$ cat src/hdl/fwsmg_pkg.sv
// ----------------------------------------------------------------------------
// Failure window safe mode guard: shared package
// Types, codes and defaults used by the guard's controller, datapath and top.
// ----------------------------------------------------------------------------
package fwsmg_pkg;

  // Default depth of the failure stamp FIFO.
  localparam int MAX_FAILURES_DEF = 16;

  // Field widths.
  localparam int CMD_W   = 2;
  localparam int TIME_W  = 48;
  localparam int MS_W    = 32;
  localparam int THR_W   = 5;
  localparam int END_W   = TIME_W + 1;
  localparam int CFG_IDX_W = 2;

  // Command codes carried by an input item.
  localparam logic [CMD_W-1:0] CMD_QUERY   = 2'd0;
  localparam logic [CMD_W-1:0] CMD_REJECT  = 2'd1;
  localparam logic [CMD_W-1:0] CMD_ANOMALY = 2'd2;
  localparam logic [CMD_W-1:0] CMD_CLEAR   = 2'd3;

  // Configuration register indexes.
  localparam logic [CFG_IDX_W-1:0] CFG_ENABLED  = 2'd0;
  localparam logic [CFG_IDX_W-1:0] CFG_FAILURES = 2'd1;
  localparam logic [CFG_IDX_W-1:0] CFG_WINDOW   = 2'd2;
  localparam logic [CFG_IDX_W-1:0] CFG_COOLDOWN = 2'd3;

  // Configuration reset values.
  localparam logic             ENABLED_RST  = 1'b1;
  localparam logic [THR_W-1:0] FAILURES_RST = 5'd5;
  localparam logic [MS_W-1:0]  WINDOW_RST   = 32'd60000;
  localparam logic [MS_W-1:0]  COOLDOWN_RST = 32'd30000;

  // Input item.
  typedef struct packed {
    logic [CMD_W-1:0]  cmd;
    logic [TIME_W-1:0] now_ms;
  } in_item_t;

  // Result item.
  typedef struct packed {
    logic            in_safe_mode;
    logic            accept_clients;
    logic            anomaly_latched;
    logic [MS_W-1:0] cooldown_left_ms;
  } out_item_t;

  // Commands from the controller to the datapath.
  typedef struct packed {
    logic load;       // capture the accepted item
    logic latch_set;  // set the anomaly latch
    logic latch_clr;  // clear the anomaly latch
    logic pop;        // drop the oldest stamp
    logic clear;      // end counted safe mode and empty the FIFO
    logic push;       // stamp the current time
    logic check;      // compare the count with the threshold
    logic out_load;   // form the result into the output register
  } dp_cmd_t;

  // Status from the datapath to the controller.
  typedef struct packed {
    logic             enabled;
    logic [CMD_W-1:0] cmd;
    logic             latched;
    logic             counted;
    logic             expired;
    logic             prune_hit;
  } dp_sts_t;

endpackage

$ cat src/hdl/failure_window_safe_mode_guard.sv
// ----------------------------------------------------------------------------
// Failure window safe mode guard
// Sliding window circuit breaker: counts client rejections inside a time
// window, enters safe mode for a cooldown when a threshold is reached, and
// holds safe mode while an anomaly latch is set.
//
//   Channel  Direction  Handshake            Payload
//   in_      input      in_valid / in_stall  in_item_t (cmd, now_ms)
//   out_     output     out_valid/out_stall  out_item_t (mode, admission, left)
//   cfg_     input      cfg_we               cfg_index, cfg_data
//
// An item holds the input until its result is loaded into the output register;
// a rejection that is stamped also passes through the push, prune and check
// steps. The prune loop pops one stamp a cycle through the single read port
// of the stamp memory, at most MAX_FAILURES + 1 pops per item.
// Reset is synchronous and active low; the stamp memory needs no clearing.
// A new beat is accepted while the previous result still waits in the output
// register; a stalled result holds the sequencer only at its final step.
// ----------------------------------------------------------------------------
module failure_window_safe_mode_guard
  import fwsmg_pkg::*;
#(
  parameter int MAX_FAILURES = MAX_FAILURES_DEF
) (
  input  logic                 clk,
  input  logic                 rst_n,
  input  logic                 in_valid,
  output logic                 in_stall,
  input  in_item_t             in_data,
  output logic                 out_valid,
  input  logic                 out_stall,
  output out_item_t            out_data,
  input  logic                 cfg_we,
  input  logic [CFG_IDX_W-1:0] cfg_index,
  input  logic [MS_W-1:0]      cfg_data
);

  dp_cmd_t dp_cmd;
  dp_sts_t dp_sts;

  // Sequencer and handshakes.
  fwsmg_ctrl u_ctrl (
    .clk       (clk),
    .rst_n     (rst_n),
    .in_valid  (in_valid),
    .in_stall  (in_stall),
    .out_valid (out_valid),
    .out_stall (out_stall),
    .sts       (dp_sts),
    .cmd       (dp_cmd)
  );

  // Storage and arithmetic.
  fwsmg_dp #(
    .MAX_FAILURES (MAX_FAILURES)
  ) u_dp (
    .clk       (clk),
    .rst_n     (rst_n),
    .cfg_we    (cfg_we),
    .cfg_index (cfg_index),
    .cfg_data  (cfg_data),
    .in_data   (in_data),
    .cmd       (dp_cmd),
    .sts       (dp_sts),
    .out_data  (out_data)
  );

endmodule

$ cat src/hdl/fwsmg_dp.sv
// ----------------------------------------------------------------------------
// Failure window safe mode guard: datapath
// Holds the configuration, the failure stamp FIFO, the mode flags, the
// cooldown end time and the output register, and acts on controller commands.
// ----------------------------------------------------------------------------
module fwsmg_dp
  import fwsmg_pkg::*;
#(
  parameter int MAX_FAILURES = MAX_FAILURES_DEF
) (
  input  logic                 clk,
  input  logic                 rst_n,
  input  logic                 cfg_we,
  input  logic [CFG_IDX_W-1:0] cfg_index,
  input  logic [MS_W-1:0]      cfg_data,
  input  in_item_t             in_data,
  input  dp_cmd_t              cmd,
  output dp_sts_t              sts,
  output out_item_t            out_data
);

  localparam int IDX_W = (MAX_FAILURES > 1) ? $clog2(MAX_FAILURES) : 1;
  localparam int CNT_W = $clog2(MAX_FAILURES + 1);
  localparam int SUM_W = CNT_W + 1;
  localparam logic [IDX_W-1:0] LAST_IDX = IDX_W'(MAX_FAILURES - 1);
  localparam logic [CNT_W-1:0] FULL_CNT = CNT_W'(MAX_FAILURES);
  localparam logic [SUM_W-1:0] DEPTH_S  = SUM_W'(MAX_FAILURES);

  // Configuration registers.
  logic             enabled_r;
  logic [THR_W-1:0] failures_r;
  logic [MS_W-1:0]  window_r;
  logic [MS_W-1:0]  cooldown_r;

  // Captured item and derived pruning cutoff.
  logic [CMD_W-1:0]  cmd_r;
  logic [TIME_W-1:0] now_r;
  logic [TIME_W-1:0] cutoff_r;
  logic              no_prune_r;

  // FIFO control and mode state.
  logic [IDX_W-1:0] head_r, head_nxt;
  logic [CNT_W-1:0] count_r, count_nxt;
  logic             counted_r, counted_nxt;
  logic             latch_r, latch_nxt;
  logic [END_W-1:0] end_r, end_nxt;

  // Stamp memory and its registered front read.
  logic [TIME_W-1:0] stamp_mem [MAX_FAILURES];
  logic [TIME_W-1:0] front_r;

  out_item_t out_r;

  logic [IDX_W-1:0] head_inc;
  logic [SUM_W-1:0] slot_sum;
  logic [IDX_W-1:0] slot;
  logic             full;
  logic [END_W-1:0] now_ext;
  logic [END_W-1:0] left_diff;
  logic [MS_W-1:0]  left_ms;

  // Configuration writes.
  always_ff @(posedge clk) begin
    if (!rst_n) begin
      enabled_r  <= ENABLED_RST;
      failures_r <= FAILURES_RST;
      window_r   <= WINDOW_RST;
      cooldown_r <= COOLDOWN_RST;
    end else if (cfg_we) begin
      unique case (cfg_index)
        CFG_ENABLED:  enabled_r  <= cfg_data[0];
        CFG_FAILURES: failures_r <= cfg_data[THR_W-1:0];
        CFG_WINDOW:   window_r   <= cfg_data;
        CFG_COOLDOWN: cooldown_r <= cfg_data;
        default:      ;
      endcase
    end
  end

  // Capture the accepted beat and work out the pruning cutoff once.
  always_ff @(posedge clk) begin
    if (cmd.load) begin
      cmd_r      <= in_data.cmd;
      now_r      <= in_data.now_ms;
      no_prune_r <= in_data.now_ms < TIME_W'(window_r);
      cutoff_r   <= in_data.now_ms - TIME_W'(window_r);
    end
  end

  // FIFO addressing.
  assign full     = (count_r == FULL_CNT);
  assign head_inc = (head_r == LAST_IDX) ? '0 : head_r + 1'b1;
  assign slot_sum = SUM_W'(head_r) + SUM_W'(count_r);

  always_comb begin
    if (full) begin
      // A full FIFO overwrites its oldest stamp.
      slot = head_r;
    end else if (slot_sum >= DEPTH_S) begin
      slot = IDX_W'(slot_sum - DEPTH_S);
    end else begin
      slot = IDX_W'(slot_sum);
    end
  end

  // Next FIFO and mode state.
  always_comb begin
    head_nxt    = head_r;
    count_nxt   = count_r;
    counted_nxt = counted_r;
    latch_nxt   = latch_r;
    end_nxt     = end_r;
    if (cmd.clear) begin
      head_nxt    = '0;
      count_nxt   = '0;
      counted_nxt = 1'b0;
    end else if (cmd.pop) begin
      head_nxt  = head_inc;
      count_nxt = count_r - 1'b1;
    end else if (cmd.push) begin
      if (full) begin
        head_nxt = head_inc;
      end else begin
        count_nxt = count_r + 1'b1;
      end
    end
    if (cmd.check && (32'(count_r) >= 32'(failures_r))) begin
      counted_nxt = 1'b1;
      end_nxt     = END_W'(now_r) + END_W'(cooldown_r);
    end
    if (cmd.latch_set) begin
      latch_nxt = 1'b1;
    end else if (cmd.latch_clr) begin
      latch_nxt = 1'b0;
    end
  end

  always_ff @(posedge clk) begin
    if (!rst_n) begin
      head_r    <= '0;
      count_r   <= '0;
      counted_r <= 1'b0;
      latch_r   <= 1'b0;
      end_r     <= '0;
    end else begin
      head_r    <= head_nxt;
      count_r   <= count_nxt;
      counted_r <= counted_nxt;
      latch_r   <= latch_nxt;
      end_r     <= end_nxt;
    end
  end

  // Stamp memory: one write port, one registered read that follows the head.
  // A write to the entry about to become the front is forwarded.
  always_ff @(posedge clk) begin
    if (cmd.push) begin
      stamp_mem[slot] <= now_r;
    end
    if (cmd.push && (slot == head_nxt)) begin
      front_r <= now_r;
    end else begin
      front_r <= stamp_mem[head_nxt];
    end
  end

  // Remaining cooldown, saturated to the field width.
  assign now_ext   = END_W'(now_r);
  assign left_diff = end_r - now_ext;

  always_comb begin
    left_ms = '0;
    if (!latch_r && counted_r && (end_r > now_ext)) begin
      left_ms = (left_diff[END_W-1:MS_W] != '0) ? '1 : left_diff[MS_W-1:0];
    end
  end

  // Output register.
  always_ff @(posedge clk) begin
    if (cmd.out_load) begin
      out_r.in_safe_mode     <= latch_r | counted_r;
      out_r.accept_clients   <= !enabled_r | (!counted_r & !latch_r);
      out_r.anomaly_latched  <= latch_r;
      out_r.cooldown_left_ms <= left_ms;
    end
  end

  assign out_data = out_r;

  // Status towards the controller.
  assign sts.enabled   = enabled_r;
  assign sts.cmd       = cmd_r;
  assign sts.latched   = latch_r;
  assign sts.counted   = counted_r;
  assign sts.expired   = now_ext >= end_r;
  assign sts.prune_hit = (count_r != '0) && !no_prune_r && (front_r <= cutoff_r);

endmodule

$ cat src/hdl/fwsmg_ctrl.sv
// ----------------------------------------------------------------------------
// Failure window safe mode guard: controller
// Steps one item through command, refresh, pruning and result forming, and
// runs the input and result handshakes.
// ----------------------------------------------------------------------------
module fwsmg_ctrl
  import fwsmg_pkg::*;
(
  input  logic    clk,
  input  logic    rst_n,
  input  logic    in_valid,
  output logic    in_stall,
  output logic    out_valid,
  input  logic    out_stall,
  input  dp_sts_t sts,
  output dp_cmd_t cmd
);

  localparam logic [3:0] ST_IDLE = 4'd0;
  localparam logic [3:0] ST_DEC  = 4'd1;
  localparam logic [3:0] ST_REF1 = 4'd2;
  localparam logic [3:0] ST_PUSH = 4'd3;
  localparam logic [3:0] ST_PRN  = 4'd4;
  localparam logic [3:0] ST_CHK  = 4'd5;
  localparam logic [3:0] ST_LOP  = 4'd6;
  localparam logic [3:0] ST_REF2 = 4'd7;
  localparam logic [3:0] ST_DONE = 4'd8;

  logic [3:0] state_r, state_nxt;
  logic       out_valid_r, out_valid_nxt;
  logic       in_take;
  logic       out_free;

  assign in_stall  = !rst_n || (state_r != ST_IDLE);
  assign in_take   = in_valid && !in_stall;
  assign out_free  = !out_valid_r || !out_stall;
  assign out_valid = out_valid_r;

  // Sequencer.
  always_comb begin
    state_nxt = state_r;
    cmd       = '0;
    unique case (state_r)
      ST_IDLE: begin
        if (in_take) begin
          cmd.load  = 1'b1;
          state_nxt = ST_DEC;
        end
      end
      ST_DEC: begin
        state_nxt = (sts.cmd == CMD_REJECT && sts.enabled) ? ST_REF1 : ST_LOP;
      end
      // Refresh ahead of a counted rejection.
      ST_REF1: begin
        if (sts.latched) begin
          state_nxt = ST_REF2;
        end else if (sts.counted) begin
          if (sts.expired) begin
            cmd.clear = 1'b1;
            state_nxt = ST_PUSH;
          end else begin
            state_nxt = ST_REF2;
          end
        end else if (sts.prune_hit) begin
          cmd.pop = 1'b1;
        end else begin
          state_nxt = ST_PUSH;
        end
      end
      ST_PUSH: begin
        cmd.push  = 1'b1;
        state_nxt = ST_PRN;
      end
      ST_PRN: begin
        if (sts.prune_hit) begin
          cmd.pop = 1'b1;
        end else begin
          state_nxt = ST_CHK;
        end
      end
      ST_CHK: begin
        cmd.check = 1'b1;
        state_nxt = ST_REF2;
      end
      // Latch commands for every item that is not a counted rejection.
      ST_LOP: begin
        cmd.latch_set = (sts.cmd == CMD_ANOMALY) && sts.enabled;
        cmd.latch_clr = (sts.cmd == CMD_CLEAR);
        state_nxt     = ST_REF2;
      end
      // Closing refresh before the result is formed.
      ST_REF2: begin
        if (sts.latched) begin
          state_nxt = ST_DONE;
        end else if (sts.counted) begin
          cmd.clear = sts.expired;
          state_nxt = ST_DONE;
        end else if (sts.prune_hit) begin
          cmd.pop = 1'b1;
        end else begin
          state_nxt = ST_DONE;
        end
      end
      ST_DONE: begin
        if (out_free) begin
          cmd.out_load = 1'b1;
          state_nxt    = ST_IDLE;
        end
      end
      default: state_nxt = ST_IDLE;
    endcase
  end

  // Result beat valid flag.
  always_comb begin
    out_valid_nxt = out_valid_r;
    if (cmd.out_load) begin
      out_valid_nxt = 1'b1;
    end else if (out_valid_r && !out_stall) begin
      out_valid_nxt = 1'b0;
    end
  end

  always_ff @(posedge clk) begin
    if (!rst_n) begin
      state_r     <= ST_IDLE;
      out_valid_r <= 1'b0;
    end else begin
      state_r     <= state_nxt;
      out_valid_r <= out_valid_nxt;
    end
  end

endmodule

$ cat config.mk
export PLATFORM = sky130hd
export DESIGN_NAME = failure_window_safe_mode_guard
export DESIGN_NICKNAME = d
export VERILOG_FILES = /design/src/hdl/fwsmg_pkg.sv /design/src/hdl/failure_window_safe_mode_guard.sv /design/src/hdl/fwsmg_dp.sv /design/src/hdl/fwsmg_ctrl.sv
export SDC_FILE = /design/constraint.sdc
export NUM_CORES = 1
export LEC_CHECK = 0
export BUFFER_PORTS_ARGS = -buffer_cell sky130_fd_sc_hd__clkbuf_2
export CAP_MARGIN = 20
export CORE_MARGIN = 5
export CORE_UTILIZATION = 45
export CTS_BUF_LIST = sky130_fd_sc_hd__clkbuf_4 sky130_fd_sc_hd__clkbuf_8
export DETAILED_ROUTE_END_ITERATION = 16
export PLACE_DENSITY = 0.59
export SETUP_SLACK_MARGIN = 0.3
export SYNTH_ARGS = -nofsm -noshare
export SYNTH_HDL_FRONTEND = slang
export SYNTH_SLANG_ARGS = --single-unit
$ cat constraint.sdc
create_clock -name clk -period 11.4 [get_ports clk]
set_input_delay 1.14 -clock clk [delete_from_list [all_inputs] [get_ports clk]]
set_output_delay 1.14 -clock clk [all_outputs]
set_load 0.05 [all_outputs]
Word-level counts from Yosys, hierarchy flattened
Memory sizes are Yosys's and may differ from the RTL's. A register that Yosys moved wholly into a read port is not among the register bits.
Cells that the tools add are included.
- mux-type cells: 47
- reduce and logical (&&, ||, !) cells: 36
- $lt $le $gt $ge: 6
- add/subtract/negate cells: 8
- equal/unequal tests: 22
- bitwise logic cells: 4
- operator list (kind ; count):
    4-bit two-way mux ; 16
    48-bit by 32-bit adder with 49-bit output ; 1
    48-bit by 49-bit >= comparator with 1-bit output ; 1
    49-bit by 48-bit greater-than comparator with 1-bit output ; 1
    49-bit by 48-bit subtractor with 49-bit output ; 1
    48-bit less-or-equal comparator ; 1
    48-bit by 32-bit < comparator with 1-bit output ; 1
    48-bit by 32-bit subtractor with 48-bit output ; 1
    32-bit two-way mux ; 1
    4-bit one-hot mux with 8 select lines ; 1
    1-bit two-way mux ; 19
    17-bit nonzero test ; 1
    4-bit by 3-bit == test with 1-bit output (second input constant) ; 4
    5-bit two-way mux ; 3
    2-bit AND reduction ; 5
    1-bit logical AND ; 9
    2-bit == test (second input constant) ; 4
    4-bit by 2-bit == test with 1-bit output (second input constant) ; 2
    4-bit == test (second input constant) ; 2
    1-bit zero test ; 8
    4-bit by 2-bit != test with 1-bit output (second input constant) ; 2
    2-bit nonzero test ; 4
    4-bit by 5-bit adder with 6-bit output ; 1
    6-bit by 5-bit >= comparator with 1-bit output (second input constant) ; 1
    other kinds (24) ; 33
- bits in writable memories: 768
- memories kept: 1
- bits in registers: 269
- output and inout port bits: 37
- memory list (name ; words ; bits a word ; read ports ; clocked after memory_dff ; wr ports ; line ; text):
    u_dp.stamp_mem ; 16 ; 48 ; 1 ; 1 ; 1 ; fwsmg_dp.sv:49 ; logic [TIME_W-1:0] stamp_mem [MAX_FAILURES];

Logic depth before layout (Yosys ltp)
Gate-level depths: netlist (run 1).
- word-level depth: 9
- depth in mapped cells: 22
- depth with buffers taken out: 20

Hierarchy
From an unflattened synthesis (run 1), not the netlist that was laid out.
- cell total of the unflattened synthesis: 3181
- area, all modules: 47261.6 um^2
- modules (own cells, without submodules) (module ; times used ; cells each ; area each (um^2) ; seq. area each (um^2)):
    fwsmg_dp ; 1 ; 3117 ; 46793.6 ; 29768.6
    fwsmg_ctrl ; 1 ; 64 ; 467.9 ; 100.1

Least setup slack after synthesis (run 1)
OpenSTA, ideal clock, no wires.
- path type: input to register
- start: input port rst_n
- end: register u_ctrl.state_r[0]
- data arrival time: 6.826 ns
- data required time: 11.330 ns
- path slack: 4.503 ns
- path buffers: 1
- stages on the path: 7
- cells stage by stage: clkbuf_1 nand3_1 nor2_1 o41ai_1 o21ba_2 nand2_1 a21oi_1
- word-level cells in the longest chain between the ends: 6
- RTL lines (item ; line ; text):
    start: declaration ; failure_window_safe_mode_guard.sv:26 ; input logic rst_n,
    1-bit zero test ; -- ;
    1-bit logical OR ; fwsmg_ctrl.sv:34 ; assign in_stall = !rst_n || (state_r != ST_IDLE);
    named net in_stall ; failure_window_safe_mode_guard.sv:28 ; output logic in_stall,
    1-bit zero test ; fwsmg_ctrl.sv:35 ; assign in_take = in_valid && !in_stall;
    1-bit logical AND ; fwsmg_ctrl.sv:35 ;
    2-bit by 1-bit != test with 1-bit output (no source line) ; -- ;
    5-bit AND reduction (no source line) ; -- ;
    end signal: assignment ; fwsmg_ctrl.sv:129 ; state_r <= state_nxt;
    end: declaration ; fwsmg_ctrl.sv:29 ; logic [3:0] state_r, state_nxt;
The timed path passes the listed nets, and every way through them passes these cells.
A chain may end at the register's enable or synchronous reset.

==> impl_metrics.ini, run 1 <==
[timing]
setup_viol = 0
finalCriticalPeriod_ns = 7.254
tns_ns = 0
finalCritPeriodShare = 0.6363
finClkSkew_ns = 0.04812
hold_viol = 0
fmax_mhz = 137.9
worstMarginPinSlew_ns = 1.118
rsz0062_at_grt = false
maxSlewViolCount = 0
slew_headroom = 0.2529

[cts]
clock_latency_ns = 0.81
cts_buffers = 167
postCtsSetupRepairBufs = 0
cts.repair.resized = 0
clkTransAtPathRegs_ns = 0.06
cts_tree = yes
cts_root_buf = clkbuf_8
clk_path_buf_depth = 3
htreeDepth = 4
holdBufCountCts = 0
cts.sinks = 1041

[place]
hpwl_mm = 80.39
place_congestion = 0.9101
io_buffers = 125
place_inst = 4632
placed_area_um2 = 49480

[status]
status = completed

[grt]
antenna_found_initial = 6
grt_first_pass_wirelength_mm = 187.3
gr-total-overflow = 0
track_usage = 0.2231
grt_pass1_vias = 29194
grt_max_degree = 72

[synth]
netlist_area_um2 = 47160
syn_avg_cell_area_um2 = 14.66
ys_ff_latch = 1041
synth_nets = 3483
synthCells = 3217
ys_seq_area_frac = 0.6333
synth_edf_count = 902
ys_warn_count = 0
synthFlopType = edfxtp_1
ys_async_sr_fraction = 0
synth.distinct_cells = 82

[pwr]
power_uw = 8592
ir_drop_v = 0.0001030
p_leak_uw = 0.01807
powerDensity_nw_per_um2 = 162.5

[drt]
drtIter0Drc = 2336
vias_per_cell = 5.808
drc = 0
wl_per_cell_um = 25.49
wl_mm = 125.9
met2_length_mm = 60.81
wl_met3_mm = 7.754
drt_first_pass_iters = 5
via_count = 28692
wl_met1_mm = 54.31
postRouteAntennaNets = 0
routed.top_layer = met5

[setup_path]
path_class = reg -> reg
setup.worst_path.start_class = flip-flop
cp_max_fo = 36
crit_arrival_ns = 7.94
cp.required_ns = 12.08
critPathCaptureType = flip-flop

[die]
dieArea_um2 = 111400
start_util = 0.4544
chipWidth_um = 333.7
fp-row-count = 118
coreArea_um2 = 103800
fp.dieH_um = 333.7
ios = 126

[hold_path]
min_path_type = reg -> reg

[layout]
fin_cells = 4940
stdcell_area_um2 = 52880
syn_to_final_growth_pct = 12.12
final_core_util = 0.5094
drive_above_1_share = 0.2078
nets = 3689

[job]
maxCapViolations = 0
## path summary, 6_finish.rpt
check | startpoint | to | slack (ns) | cells past startpoint
setup reg to reg | flip-flop | u_dp.count_r[4] | 4.15 | 19
hold / removal | u_dp.window_r[12] | u_dp.window_r[12] | 0.46 | 2
hold reg to reg | u_dp.window_r[12] | u_dp.window_r[12] | 0.46 | 2
setup / recovery | flip-flop | u_dp.count_r[4] | 4.15 | 19
## metal layers
metal | track usage | up-vias
li1 | - | 12903
met1 | 0.3103 | 14648
met2 | 0.3683 | 972
met3 | 0.03480 | 165
met4 | 0.06510 | 4
met5 | 0 | -
## power by group
part	switching, uW	leakage [uW]	internal (uW)
logic	550	0.00709	340
registers	175	0.00921	4340
clock network	1460	0.00177	1720
## critical path, stage by stage, from the launching register on
cell      delay, ns
dfxtp_4        0.84
buf_4          0.68
mux4_2         0.58
mux4_2         0.52
ha_1           0.33
nand4_1        0.23
nor4_1         0.40
inv_1          0.09
nor3_1         0.49
nand2_1        0.24
or4_1          0.53
o21ai_2        0.21
nand2_1        0.27
inv_1          0.27
ha_1           0.32
nor2b_1        0.14
o21ai_0        0.40
a21oi_1        0.14
a311oi_1       0.31
nor3_1         0.08
## sequential cells by signal, summed over array words and instances, names as in the netlist, 2 cells and up, named ones only
register / flops
u_dp.now_r: 48
u_dp.cutoff_r: 48
u_dp.failures_r: 5
u_dp.count_r: 5
u_dp.window_r: 32
u_dp.stamp_mem: 768
u_dp.head_r: 4
u_dp.cooldown_r: 32
u_dp.out_data: 35
u_dp.cmd_r: 2
u_dp.end_r: 49
u_ctrl.state_r: 4
## Yosys cell counts (6+ instances only)
library cell	n	area share
o21ai_0	88	0.0093
o31ai_1	9	0.0014
buf_2	15	0.0016
mux2i_1	10	0.0021
a211oi_1	25	0.0040
o21a_1	24	0.0038
o211ai_1	27	0.0043
nor2b_1	21	0.0028
nor3b_1	8	0.0013
nand3b_1	6	0.00096
nor2_1	132	0.011
and3_1	15	0.0020
nand3_1	40	0.0042
nand2_1	286	0.023
mux4_2	240	0.11
a21o_1	78	0.012
or3_1	11	0.0015
edfxtp_1	902	0.57
buf_1	15	0.0012
or2_2	7	0.00093
o21bai_1	14	0.0022
nor3_1	44	0.0047
clkbuf_1	104	0.0083
inv_1	173	0.014
a21oi_1	227	0.024
a31oi_1	43	0.0057
xor2_1	41	0.0076
nor4_1	8	0.0011
nand4_1	44	0.0058
o21ai_1	8	0.00085
and2_1	11	0.0015
nand2b_1	30	0.0040
xnor2_1	88	0.016
o22ai_1	8	0.0011
ha_1	172	0.046
dfxtp_1	139	0.059
a21boi_0	7	0.0011
## cell usage in the layout (no fill, tap or decap), types with 30 or more instances in the layout
cell type / instances
dfxtp_1: 135
clkbuf_4: 60
xnor2_1: 88
o21ai_0: 88
clkbuf_8: 176
inv_1: 172
nor2_1: 114
edfxtp_1: 902
mux4_2: 240
nand3_1: 40
nand2b_1: 30
a21oi_1: 226
a31oi_1: 43
clkinv_1: 32
buf_4: 50
clkbuf_2: 125
nand2_1: 286
nor3_1: 44
ha_1: 172
nand4_1: 44
xor2_1: 40
a21o_1: 78
## through the flow
stage | hold WS [ns] | setup slack (ns)
floorplan | 0.4362 | 4.503
detailed placement | 0.4468 | 3.983
global route | 0.4426 | 3.648
global placement | 0.4452 | 4.102
finish | 0.4550 | 4.146
CTS | 0.4256 | 3.963
## area by class of cell
type / count / area [um2]
well taps: 1380 / 1727
fillers: 8734 / 50920
clock inverters: 66 / 460.4
repair buffers: 177 / 1056
inverters: 173 / 649.4
diodes: 4 / 10.01
flip-flops and latches: 1041 / 29880
multi-input cells: 1863 / 16220
clock buffers: 236 / 2873
## logic make-up (layout without fill, tap and decap cells)
| logic type | after synthesis | after routing | share of synthesized area |
|---|---|---|---|
| buf+inv | 313 | 652 | 0.02592 |
| flops | 1041 | 1041 | 0.6333 |
| simple gates | 683 | 683 | 0.06786 |
| mux | 251 | 251 | 0.1170 |
| fa+ha+maj | 177 | 177 | 0.04775 |
| other cells | 0 | 4 | 0 |
| xor+xnor | 129 | 129 | 0.02396 |
| compound gates | 623 | 623 | 0.08421 |
Power figures use the tool's default switching activity.
==> run 2: changes to the inputs <==
--- a/config.mk
+++ b/config.mk
@@ -5,6 +5,7 @@
 export SDC_FILE = /design/constraint.sdc
 export NUM_CORES = 1
 export LEC_CHECK = 0
+export ABC_AREA = 1
 export BUFFER_PORTS_ARGS = -buffer_cell sky130_fd_sc_hd__clkbuf_2
 export CAP_MARGIN = 20
 export CORE_MARGIN = 5
==> constraint.sdc (replaced) <==
create_clock -name clk -period 7.55 [get_ports clk]
set_input_delay 0.755 -clock clk [delete_from_list [all_inputs] [get_ports clk]]
set_output_delay 0.755 -clock clk [all_outputs]
set_load 0.05 [all_outputs]
==> run 2 against run 1 <==
Compared with the run above:
- critical path depth grew 4
- non-clock buffer count grew 16
- register-to-register slack lost 2.5 ns
- sequential share of layout area shrank 4.2 points
- largest power group unchanged
==> impl_metrics.ini, run 2 <==
[synth]
synth_edf_count = 902
netlist_top_cells_area = edfxtp_1 53%, inv_1 5.6%, nand2_1 5.5%
synthCells = 5067
yosys-top-cells-count = 902 x edfxtp_1, 762 x inv_1, 751 x nand2_1, 407 x a21oi_1, 386 x o21ai_0
ys_seq_area_frac = 0.5831
yosysTopAreaCell = edfxtp_1
netlist.area_leader.share = 0.5288
synth.distinct_cells = 50
yosysMostFrequentCell = edfxtp_1
netlist_area_um2 = 51220
syn_avg_cell_area_um2 = 10.11
ys_async_sr_fraction = 0
synth_nets = 5333
synthFlopType = edfxtp_1
ys_ff_latch = 1041
ys_warn_count = 0

[grt]
grt_pass1_vias = 36540
gr-total-overflow = 0
track_usage = 0.2503
antenna_found_initial = 11
grt_first_pass_wirelength_mm = 228.4
grt_max_degree = 113

[timing]
tns_ns = 0
rsz0062_at_grt = false
finalCriticalPeriod_ns = 5.934
worstMarginPinSlew_ns = 1.111
setup_viol = 0
finClkSkew_ns = 0.04600
maxSlewViolCount = 0
worst_slack_ns = 1.616
hold_viol = 0
finalCritPeriodShare = 0.7860
slew_headroom = 0.2596
fmax_mhz = 168.5

[pwr]
powerDensity_nw_per_um2 = 245.9
p_clk_frac = 0.347
combPwrFrac = 0.160
ir_drop_v = 0.0002889
net-switching-power_uw = 4166
p_leak_uw = 0.02212
seqPwrFrac = 0.492
internal-power_uw = 9874
p_sw_frac = 0.2967

[layout]
final_common_cell = edfxtp_1
nets = 5515
final_cell_mix = 902 x edfxtp_1, 760 x inv_1, 751 x nand2_1
final_core_util = 0.5061
largest_reg_flops = 768
drive_above_1_share = 0.1076
stdcell_area_um2 = 57090
largest_register = u_dp.stamp_mem
largest_registers = u_dp.stamp_mem (768), u_dp.end_r (49)
syn_to_final_growth_pct = 11.44

[die]
coreArea_um2 = 112800
start_util = 0.4541
chipWidth_um = 347.4
dieArea_um2 = 120700
fp.dieH_um = 347.4
ios = 126
fp-row-count = 123

[cts]
htreeDepth = 4
clkTransAtPathRegs_ns = 0.06
cts_buffers = 171
cts.sinks = 1041
cts_root_buf = clkbuf_8
postCtsSetupRepairBufs = 0
clock_latency_ns = 0.86
clk_path_buf_depth = 3
cts_tree = yes

[setup_path]
critPathMaxStageDelay_ns = 0.92
path_class = reg -> reg
r2r_slack_ns = 1.62
crit_arrival_ns = 6.69
r2r_cells = 23
cpMostUsedCell = nand2_1
cp.required_ns = 8.31
cp_cell_sequence = buf_12 > a21oi_1 > o21ai_0 > o21ai_0 > o211ai_1 > nand2_1 > ha_1 > nand4_1 > nor3_1 > nand2_1 > nor3_1 > nand2_1 > nand3_1 > nand2_1 > nand2_1 > inv_1 > ha_1 > nand2_1 > nor2_1 > a211oi_1 > or2_2 > a21oi_1 > nor2_1
cp_max_fo = 105
r2r_end = u_dp.count_r[4]
setup.worst_path.start_class = flip-flop
critPathCaptureType = flip-flop
slowest_stage = dfxtp_4

[status]
status = completed

[place]
hpwl_mm = 102.2
dp_slack_ns = 1.529
placed_area_um2 = 53690
place_congestion = 0.9525
io_buffers = 125

[drt]
drc = 0
wl_mm = 154.0
drt_first_pass_iters = 6
postRouteAntennaNets = 0
drtIter0Drc = 3350
vias_per_cell = 5.443
wl_per_cell_um = 22.34
via_count = 37538

[hold_path]
min_path_cells = 1
hold_end = u_dp.now_r[3]
hold_start = in_data[3]
min_path_type = in -> reg

[job]
maxCapViolations = 0
[run 2: cell types whose count changed after synthesis, sizes merged, moves of 182 or more]
cell	change
o211ai	+198
nor2	+256
mux4	-240
inv	+607
mux2i	+182
nand2	+481
o21ai	+296
[run 2: final cells by class]
class / count / area [um2]
flip-flops and latches: 1041 / 29880
clock buffers: 242 / 2918
well taps: 1500 / 1877
repair buffers: 193 / 1216
clock inverters: 71 / 445.4
multi-input cells: 3056 / 17780
inverters: 786 / 2955
diodes: 7 / 17.52
fillers: 10368 / 55720
[run 2: power groups by stage]
stage,Combinational [uW],Sequential (uW),Clock [uW]
6_report,2250,6910,4880
3_3_place_gp,2220,7020,0
5_1_grt,2480,6930,5260
3_5_place_dp,2240,7030,0
4_1_cts,2250,6910,4990
2_1_floorplan,1300,7090,0
[run 2: worst max path at each step]
stage / endpoint / slack, ns / depth (start not counted)
after floorplan: u_dp.cmd_r[0] / 1.42 / 3
after global placement: u_dp.count_r[4] / 1.60 / 22
after detailed placement: u_dp.count_r[4] / 1.53 / 23
after global routing: u_dp.count_r[4] / 1.01 / 23
final: u_dp.count_r[4] / 1.62 / 23
after CTS: u_dp.count_r[4] / 1.53 / 23
[run 2: worst max-delay path: cells and delay by family (launching register included)]
family,cells,cell delay [ns]
simple gates,13,2.73
flops,1,0.92
compound gates,6,0.71
buf+inv,2,0.70
fa+ha+maj,2,0.70
[run 2: cells by family after synthesis]
family,synth area share
AOI/OAI and AO/OA,0.1236
xor gates and xnor gates,0.01744
adders and majority gates,0.04397
buffers and inverters,0.07264
DFF,0.5831
muxes,0.03752
and+or+nand+nor,0.1217
[run 2: metal layers]
| layer | global-route usage | vias to the layer above | wire (um) |
|---|---|---|---|
| li1 | - | 17885 | - |
| met1 | 0.3356 | 18187 | 66260 |
| met2 | 0.4074 | 1190 | 71680 |
| met3 | 0.05144 | 272 | 10920 |
| met4 | 0.08768 | 4 | 5165 |
| met5 | 0 | - | 27 |
[run 2: metrics by stage]
stage | hold slack, ns | cells | total power [uW]
after floorplan | 0.4329 | 5067 | 8385
after global placement | 0.4461 | 6574 | 9240
after detailed placement | 0.4547 | 6574 | 9265
after CTS | 0.009036 | 6889 | 14140
after global routing | 0.03835 | 6890 | 14670
final | 0.09741 | 6896 | 14040
[run 2: what timing repair did]
| item | 4_1_cts | 5_1_grt |
|---|---|---|
| gates resized for setup | 0 | 0 |
| hold endpoints to repair | 2 | 0 |
| hold buffers | 2 | 0 |
